### config.mk
export PLATFORM = sky130hd
export DESIGN_NAME = framed_message_receiver_core
export DESIGN_NICKNAME = d
export VERILOG_FILES = /design/src/rtl/frm_rx_pkg.sv /design/src/rtl/framed_message_receiver_core.sv /design/src/rtl/frm_rx_parser.sv
export SDC_FILE = /design/constraint.sdc
export NUM_CORES = 1
export LEC_CHECK = 0
export ABC_AREA = 1
export ABC_CLOCK_PERIOD_IN_PS = 2500
export CORE_MARGIN = 2
export CORE_UTILIZATION = 27
export DETAILED_ROUTE_END_ITERATION = 6
export DONT_BUFFER_PORTS = 1
export GPL_ROUTABILITY_DRIVEN = 0
export SLEW_MARGIN = 10
export SYNTH_ARGS = -nofsm -noshare
export SYNTH_HDL_FRONTEND = slang
export SYNTH_SLANG_ARGS = --single-unit
### constraint.sdc
create_clock -name clk -period 2.5 [get_ports clk]
set_input_delay 0.375 -clock clk [delete_from_list [all_inputs] [get_ports clk]]
set_output_delay 0.375 -clock clk [all_outputs]
set_load 0.05 [all_outputs]
### src/rtl/frm_rx_pkg.sv
// ----------------------------------------------------------------------------
// frm_rx_pkg
// Shared types and constants for the framed message receiver.
// ----------------------------------------------------------------------------
package frm_rx_pkg;

  localparam logic [7:0] START_BYTE     = 8'h0A;
  localparam logic [7:0] MIN_LENGTH     = 8'd3;
  localparam logic [7:0] MAX_LENGTH_RST = 8'd64;

  typedef enum logic [1:0] {
    STATUS_NONE    = 2'd0,
    STATUS_OK      = 2'd1,
    STATUS_SUM_ERR = 2'd2,
    STATUS_LEN_ERR = 2'd3
  } frame_status_t;

  typedef struct packed {
    logic          payload_valid;
    logic [7:0]    payload_byte;
    logic [7:0]    payload_index;
    frame_status_t frame_status;
  } frm_result_t;

endpackage

### src/rtl/framed_message_receiver_core.sv
// ----------------------------------------------------------------------------
// framed_message_receiver_core
// Hunts for start byte 0x0A, takes the next byte as total frame length L
// (start, length, body, checksum), emits the L-3 body bytes with their index
// and checks the last byte against the mod-256 sum of the body. Every input
// transaction yields exactly one output transaction. A byte passes through an
// input register and a result register, and a new byte is taken every cycle
// while the output is not stalled. The user must write max_length through the
// cfg port only while the block is idle; the block does not enforce this.
// ----------------------------------------------------------------------------
module framed_message_receiver_core (
  input  logic       clk,
  input  logic       rst,
  input  logic       in_valid,
  output logic       in_stall,
  input  logic [7:0] rx_byte,
  output logic       out_valid,
  input  logic       out_stall,
  output logic       payload_valid,
  output logic [7:0] payload_byte,
  output logic [7:0] payload_index,
  output logic [1:0] frame_status,
  input  logic       cfg_valid,
  output logic       cfg_ready,
  input  logic [7:0] cfg_data
);
  import frm_rx_pkg::*;

  logic        s1_valid;
  logic [7:0]  s1_byte;
  logic [7:0]  max_length;
  logic        advance;
  logic        step;
  logic        in_fire;
  frm_result_t result;
  frm_result_t out_result;

  assign advance  = !out_valid || !out_stall;
  assign step     = s1_valid && advance;
  assign in_stall = s1_valid && !advance;
  assign in_fire  = in_valid && !in_stall;
  assign cfg_ready = 1'b1;

  always_ff @(posedge clk) begin
    if (rst) begin
      max_length <= MAX_LENGTH_RST;
    end else if (cfg_valid && cfg_ready) begin
      max_length <= cfg_data;
    end
  end

  always_ff @(posedge clk) begin
    if (rst) begin
      s1_valid <= 1'b0;
    end else if (in_fire) begin
      s1_valid <= 1'b1;
    end else if (step) begin
      s1_valid <= 1'b0;
    end
  end

  always_ff @(posedge clk) begin
    if (in_fire) begin
      s1_byte <= rx_byte;
    end
  end

  frm_rx_parser u_parser (
    .clk        (clk),
    .rst        (rst),
    .step       (step),
    .rx_byte    (s1_byte),
    .max_length (max_length),
    .result     (result)
  );

  always_ff @(posedge clk) begin
    if (rst) begin
      out_valid <= 1'b0;
    end else if (advance) begin
      out_valid <= s1_valid;
    end
  end

  always_ff @(posedge clk) begin
    if (step) begin
      out_result <= result;
    end
  end

  assign payload_valid = out_result.payload_valid;
  assign payload_byte  = out_result.payload_byte;
  assign payload_index = out_result.payload_index;
  assign frame_status  = out_result.frame_status;

`ifndef SYNTH
  a_payload_no_status: assert property (@(posedge clk) disable iff (rst)
    out_valid && payload_valid |-> frame_status == STATUS_NONE)
    else $error("payload byte reported together with a frame status");

  a_idle_fields_zero: assert property (@(posedge clk) disable iff (rst)
    out_valid && !payload_valid |-> payload_byte == 8'd0 && payload_index == 8'd0)
    else $error("nonzero payload fields without payload_valid");

  a_stall_only_when_full: assert property (@(posedge clk) disable iff (rst)
    in_stall |-> s1_valid && out_valid && out_stall)
    else $error("input stalled with room in the pipeline");

  a_reset_empties: assert property (@(posedge clk)
    rst |=> !out_valid && !s1_valid)
    else $error("pipeline not empty after reset");
`endif

endmodule

### src/rtl/frm_rx_parser.sv
// ----------------------------------------------------------------------------
// frm_rx_parser
// Frame state (position, length, checksum) and per-byte result decode.
// ----------------------------------------------------------------------------
module frm_rx_parser (
  input  logic                    clk,
  input  logic                    rst,
  input  logic                    step,
  input  logic [7:0]              rx_byte,
  input  logic [7:0]              max_length,
  output frm_rx_pkg::frm_result_t result
);
  import frm_rx_pkg::*;

  logic [7:0] byte_position;
  logic [7:0] byte_position_next;
  logic [7:0] expected_length;
  logic [7:0] expected_length_next;
  logic [7:0] running_sum;
  logic [7:0] running_sum_next;
  logic       in_body;

  assign in_body = ({1'b0, byte_position} + 9'd1) < {1'b0, expected_length};

  always_comb begin
    byte_position_next   = byte_position;
    expected_length_next = expected_length;
    running_sum_next     = running_sum;
    result               = '{payload_valid: 1'b0, payload_byte: 8'd0,
                             payload_index: 8'd0, frame_status: STATUS_NONE};
    if (byte_position == 8'd0) begin
      if (rx_byte == START_BYTE) begin
        byte_position_next = 8'd1;
      end
    end else if (byte_position == 8'd1) begin
      if (rx_byte > max_length || rx_byte < MIN_LENGTH) begin
        result.frame_status  = STATUS_LEN_ERR;
        byte_position_next   = 8'd0;
        expected_length_next = 8'd0;
        running_sum_next     = 8'd0;
      end else begin
        expected_length_next = rx_byte;
        running_sum_next     = 8'd0;
        byte_position_next   = 8'd2;
      end
    end else if (in_body) begin
      result.payload_valid = 1'b1;
      result.payload_byte  = rx_byte;
      result.payload_index = byte_position - 8'd2;
      running_sum_next     = running_sum + rx_byte;
      byte_position_next   = byte_position + 8'd1;
    end else begin
      result.frame_status  = (rx_byte == running_sum) ? STATUS_OK : STATUS_SUM_ERR;
      byte_position_next   = 8'd0;
      expected_length_next = 8'd0;
      running_sum_next     = 8'd0;
    end
  end

  always_ff @(posedge clk) begin
    if (rst) begin
      byte_position   <= 8'd0;
      expected_length <= 8'd0;
      running_sum     <= 8'd0;
    end else if (step) begin
      byte_position   <= byte_position_next;
      expected_length <= expected_length_next;
      running_sum     <= running_sum_next;
    end
  end

endmodule
Word-level counts from Yosys, hierarchy flattened

Index checks and enable logic that the tools add are counted.

Multiply operators: 0
Add/sub/neg operators: 4
Equality and inequality tests: 5
Shift-type cells: 0
Bitwise logic cells: 2
$lt $le $gt $ge: 3
Reductions and logical operators: 16
Div/mod/pow operators: 0
Multiplexer cells: 17

Operators with widths:

| kind                | number |
|---|---|
| $mux 8              | 9 |
| $mux 17             | 1 |
| $mux 2              | 5 |
| $add 8x1->9 const B | 1 |
| $lt 9x8->1          | 1 |
| $add 8x1->8 const B | 1 |
| $add 8x8->8         | 1 |
| $eq 8x1->1 const B  | 1 |
| $eq 8x4->1 const B  | 1 |
| $eq 8x8->1          | 1 |
| $gt 8x8->1          | 1 |
| $logic_not 8->1     | 1 |
| $lt 8x2->1 const B  | 1 |
| $sub 8x2->8 const B | 1 |
| $logic_not 1->1     | 4 |
| $ne 2x2->1 const B  | 2 |
| $reduce_and 2->1    | 2 |
| $logic_and 1x1->1   | 3 |
| $reduce_and 3->1    | 1 |
| $reduce_or 3->1     | 1 |
| $logic_or 1x1->1    | 2 |
| $mux 1              | 2 |
| $not 1->1           | 2 |
| $reduce_bool 2->1   | 1 |
| $reduce_or 2->1     | 1 |

Memory bits (read-only): 0
Word-level logic and storage cells: 58
Bits in writable memories: 0
Latch bits: 0
Memories: 0
Flip-flop bits (word level): 61
Output and inout port bits: 22

Longest topological paths before layout

Word-level depth: 7
Depth in mapped cells: 18
Mapped depth without buffers: 17

Cells and area by module

A second synthesis with hierarchy kept.

Cells, all modules: 410
Area total of the unflattened synthesis: 3500.9 µm²

Modules (own cells, without submodules):

| module                       | times used | area an instance (µm²) | seq. area each (µm²) | cells an instance |
|---|---|---|---|---|
| frm_rx_parser                | 1          | 2328.5                 | 480.5                | 335 |
| framed_message_receiver_core | 1          | 1172.4                 | 1011.0               | 75 |

Worst setup path after synthesis

Ideal clock, no wire load.

Path kind: reg2reg
Start: register out_valid
End: register u_parser.byte_position[2]
Stages on the path, launching flop included: 10
Setup slack: 0.118 ns
Data required time: 2.430 ns
Arrival: 2.311 ns
Library setup time: 0.070 ns
Path through: dfxtp_1 nand2_1 inv_1 nor2_1 nand2_4 inv_4 buf_6 buf_6 nand3_1 a21oi_1

Cells in the longest elaborated chain, start to end: 4

RTL lines:

| item                       | line                               | RTL |
|---|---|---|
| start, declared            | framed_message_receiver_core.sv:17 | `output logic out_valid,` |
| start signal, assigned     | framed_message_receiver_core.sv:81 | `out_valid <= s1_valid;` |
| $logic_not 1->1            | framed_message_receiver_core.sv:38 | `assign advance = !out_valid \|\| !out_stall;` |
| $logic_or 1x1->1           | framed_message_receiver_core.sv:38 |  |
| $logic_and 1x1->1          | framed_message_receiver_core.sv:39 | `assign step = s1_valid && advance;` |
| net step                   | framed_message_receiver_core.sv:33 | `logic step;` |
| $reduce_and 2->1 (no line) | --                                 |  |
| end signal, assigned       | frm_rx_parser.sv:66                | `byte_position <= byte_position_next;` |
| end, declared              | frm_rx_parser.sv:15                | `logic [7:0] byte_position;` |

The timed path passes the listed nets, and every way through them passes these cells.
A chain may end at the register's enable or synchronous reset.

Worst setup path in the final report

Start: register u_parser.byte_position[1]
End: register u_parser.byte_position[7]

Cells in the longest elaborated chain, start to end: 5

RTL lines:

| item        | line                | RTL |
|---|---|---|
| $add 8x1->9 | frm_rx_parser.sv:23 | `assign in_body = ({1'b0, byte_position} + 9'd1) < {1'b0, expected_length};` |
| $lt 9x8->1  | frm_rx_parser.sv:23 |  |
| $mux 8      | frm_rx_parser.sv:46 | `end else if (in_body) begin` |
| $mux 8      | frm_rx_parser.sv:35 | `end else if (byte_position == 8'd1) begin` |
| $mux 8      | frm_rx_parser.sv:31 | `if (byte_position == 8'd0) begin` |

Several ways; a longest one is shown, not always the timed one.

==> results.cfg <==
[outcome]
run_status = complete, no violations

[detailed_routing]
wire_per_inst_um = 12.6
dr_total_vias = 2677
avg_vias_per_cell = 4.34
firstDrtPassIters = 4
drc = 0
drtIter0Drc = 114
drt.antenna.violating_nets = 0
wirelength_um = 7790

[synthesis]
synth.lib_cells_used.distinct = 36
synth-seq-cells = 61
synth_compound_gate_area_share_pct = 7.30
synthFlopType = dfxtp_1
synth_top_cell_area_share_pct = 23.6
main_combinational_cell_family_by_area_after_synthesis = simple AND/OR/NAND/NOR gates
netlist_area_pre_place_mm2 = 0.00343
synth-async-reset-ratio_pct = 0
synth.area.mux_share_pct = 0
synth_area_leaders = edfxtp_1 24%, dfxtp_1 20%, ha_1 9.9%
synthesis.nets = 471
postSynthCellCount = 422
syn_area_per_cell_um2 = 8.13
post_synth_xor_area_fraction_pct = 3.32
synth_edf_count = 27
synth-adder-area-share_pct = 10.4
leading_area_contributor_after_synthesis = edfxtp_1
ys_seq_area_share_pct = 43.5
yosys_warnings = 0
synthSimpleGateAreaFrac_pct = 25.8

[cells_and_area]
antenna_cells_inserted = 0
final_cells = 617
mostFrequentLayoutCell = nand2_1
syn_to_final_growth_pct = 20.7
finalNetCount = 489
drive_above_1_share_pct = 16.2
layout.cells.most_common_list = 84 x nand2_1, 62 x nor2_1, 57 x inv_1, 30 x dfxtp_1, 28 x a21oi_1

[worst_setup_path]
crit_path_top_delay_cell = dfxtp_4
worstPathMaxFanout = 8
critical-path-max-stage-delay_ps = 380
worstPathArrival_ps = 2700
path_common_cell = nand2_1
cp.required_ps = 2760
path_cells = ha_4 > xor2_1 > ha_1 > nand2_1 > nand2_1 > a21oi_1 > nand2_1 > nand2_2 > nand2_4 > nor2_4 > buf_6 > buf_4 > nand3_1 > a21oi_1
end_kind = register
criticalPathCategory = reg2reg
timing.critical_path.buf_inv = 2
worst_setup_path_start_kind = register
cpLargestDelayFamily = simple AND/OR/NAND/NOR gates
crit_cells = 14
worst_r2r_path_depth = 14

[sta]
transition_at_the_pin_with_the_smallest_max_transition_slack_ps = 542
report.final.hold_viol_count = 0
fin_crit_ps = 2440
final.setup.worst_slack_ps = 61.1
maximum_clock_frequency_mhz = 410
finalSetupViolations = 0
timing_max_transition_violations_final = 0
layout_skew_ps = 6.57
slew-limit-headroom_pct = 63.8
timing.final.crit_share_pct = 97.6

[power]
highest_ir_drop_seen_on_vdd_uv = 257
static-leakage-power_nw = 1.86
comb_power_share_pct = 4.6
finalPower_mw = 2.43
clock_power_share_pct = 48.6
cell_internal_pwr_mw = 1.84
power.density_mw_per_mm2 = 588
switching_share_pct = 24.5
seq_power_share_pct = 46.7
netsw_mw = 0.596

[global_routing]
global_route_wire_length_before_repair_um = 12700
pin_count_of_the_biggest_net_entering_global_routing = 21
number_of_global_route_vias_before_repair = 2614
antenna_found_initial = 0
grt_use_total_pct = 12.4
gr-total-overflow = 0

[die]
dieArea_mm2 = 0.0136
core_mm2 = 0.0125
dieWidth_um = 117
num_rows = 41
start_util_pct = 27.4
ioPinCount = 43
chipHeight_um = 117

[cts]
clkTransAtPathRegs_ps = 50
clock_tree.buffer_depth = 2
clock_tree.htree_level_count = 3
cts-root-buf = clkbuf_16
hold_buffers = 0
cts_num_sinks = 61
numCtsBuffers = 9
tritoncts_clock_tree = built
clock_insertion_delay_worst_skew_ps = 330

[place]
post-place-cells = 594
port-buffer-count = 0
placement.setup.worst_slack_ps = -64.3
dpl.hpwl_um = 5780

[worst_hold_path]
timing.hold.worst.class = in2reg
min_path_cells = 1

[run]
drv.max_cap_violation_count = 0
## flip-flops by register name, summed over array words and instances (netlist names)
signal / cells
payload_byte: 8
u_parser.byte_position: 8
payload_index: 8
frame_status: 2
max_length: 8
payload_valid: 1
u_parser.running_sum: 8
u_parser.expected_length: 8
out_valid: 1
s1_valid: 1
s1_byte: 8
## final cells by class
cell class	count	area, um^2
Inverter	63	241
Clock buffer	11	254
Tap cell	172	215
Timing Repair Buffer	18	164
Fill cell	1313	8380
Sequential cell	61	1500
Clock inverter	5	32.5
Multi-Input combinational cell	287	1730
## power by group through the flow
stage | Sequential (mW) | Clock [mW] | Combinational [mW]
final | 1.14 | 1.18 | 0.113
after global routing | 1.14 | 1.27 | 0.136
after CTS | 1.14 | 1.22 | 0.115
after detailed placement | 1.16 | 0 | 0.114
after global placement | 1.16 | 0 | 0.109
after floorplan | 1.15 | 0 | 0.0937
## cell families after synthesis
logic type | count (synthesis)
XOR/XNOR | 13
adder cells (fa/ha/maj) | 28
other | 1
flip-flops | 61
AND/OR/NAND/NOR | 199
AO/OA/AOI/OAI | 46
buffers and inverters | 74
## worst reg2reg max path: cells and delay by family (launching register included)
kind | cells | cell delay, ps
buf+inv | 2 | 270
fa+ha+maj | 2 | 490
simple gates | 7 | 640
flops | 1 | 380
compound gates | 2 | 290
xor+xnor | 1 | 300
## repair_timing
item | CTS | global route
gates cloned | 0 | 0
resized for setup | 3 | 25
pin swaps | 1 | 9
setup buffers | 3 | 4
endpoints found under the setup margin | 16 | 40
## cells in the mapped netlist (all sizes together) (4+ instances only)
cell type / n
nor2: 69
nor3: 5
buf: 7
ha: 27
edfxtp: 27
clkbuf: 4
dfxtp: 34
inv: 63
a21oi: 28
nand2: 92
nand4: 8
o21ai: 14
xor2: 11
nand3: 20
## path summary, 6_finish.rpt
path                                   from                         to  slack, ps
setup / recovery  u_parser.byte_position[1]  u_parser.byte_position[7]         60
hold / removal                          rst  u_parser.byte_position[1]        110
setup reg to reg  u_parser.byte_position[1]  u_parser.byte_position[7]         60
hold reg to reg     u_parser.running_sum[0]    u_parser.running_sum[0]        470
## per-stage QoR
| step | hold WS [ps] | util (%) | cell area (um^2) | setup TNS [ps] |
|---|---|---|---|---|
| 2_1_floorplan | 433 | - | 3430 | 0 |
| 3_3_place_gp | 450 | 29.2 | 3660 | 0 |
| 3_5_place_dp | 452 | 29.2 | 3660 | -449 |
| 4_1_cts | 98.1 | 31.9 | 3990 | 0 |
| 5_1_grt | 93.2 | 33.1 | 4140 | -192 |
| 6_report | 110 | 33.1 | 4140 | 0 |
## routing by layer
metal | global-route usage [%] | vias to the layer above | wire length, um
met5 | 0 | - | 0
met2 | 19.4 | 72 | 3710
li1 | - | 1383 | -
met4 | 6.67 | 0 | 161
met1 | 15.1 | 1210 | 3420
met3 | 3.89 | 12 | 493
(Power assumes the default switching activity.)
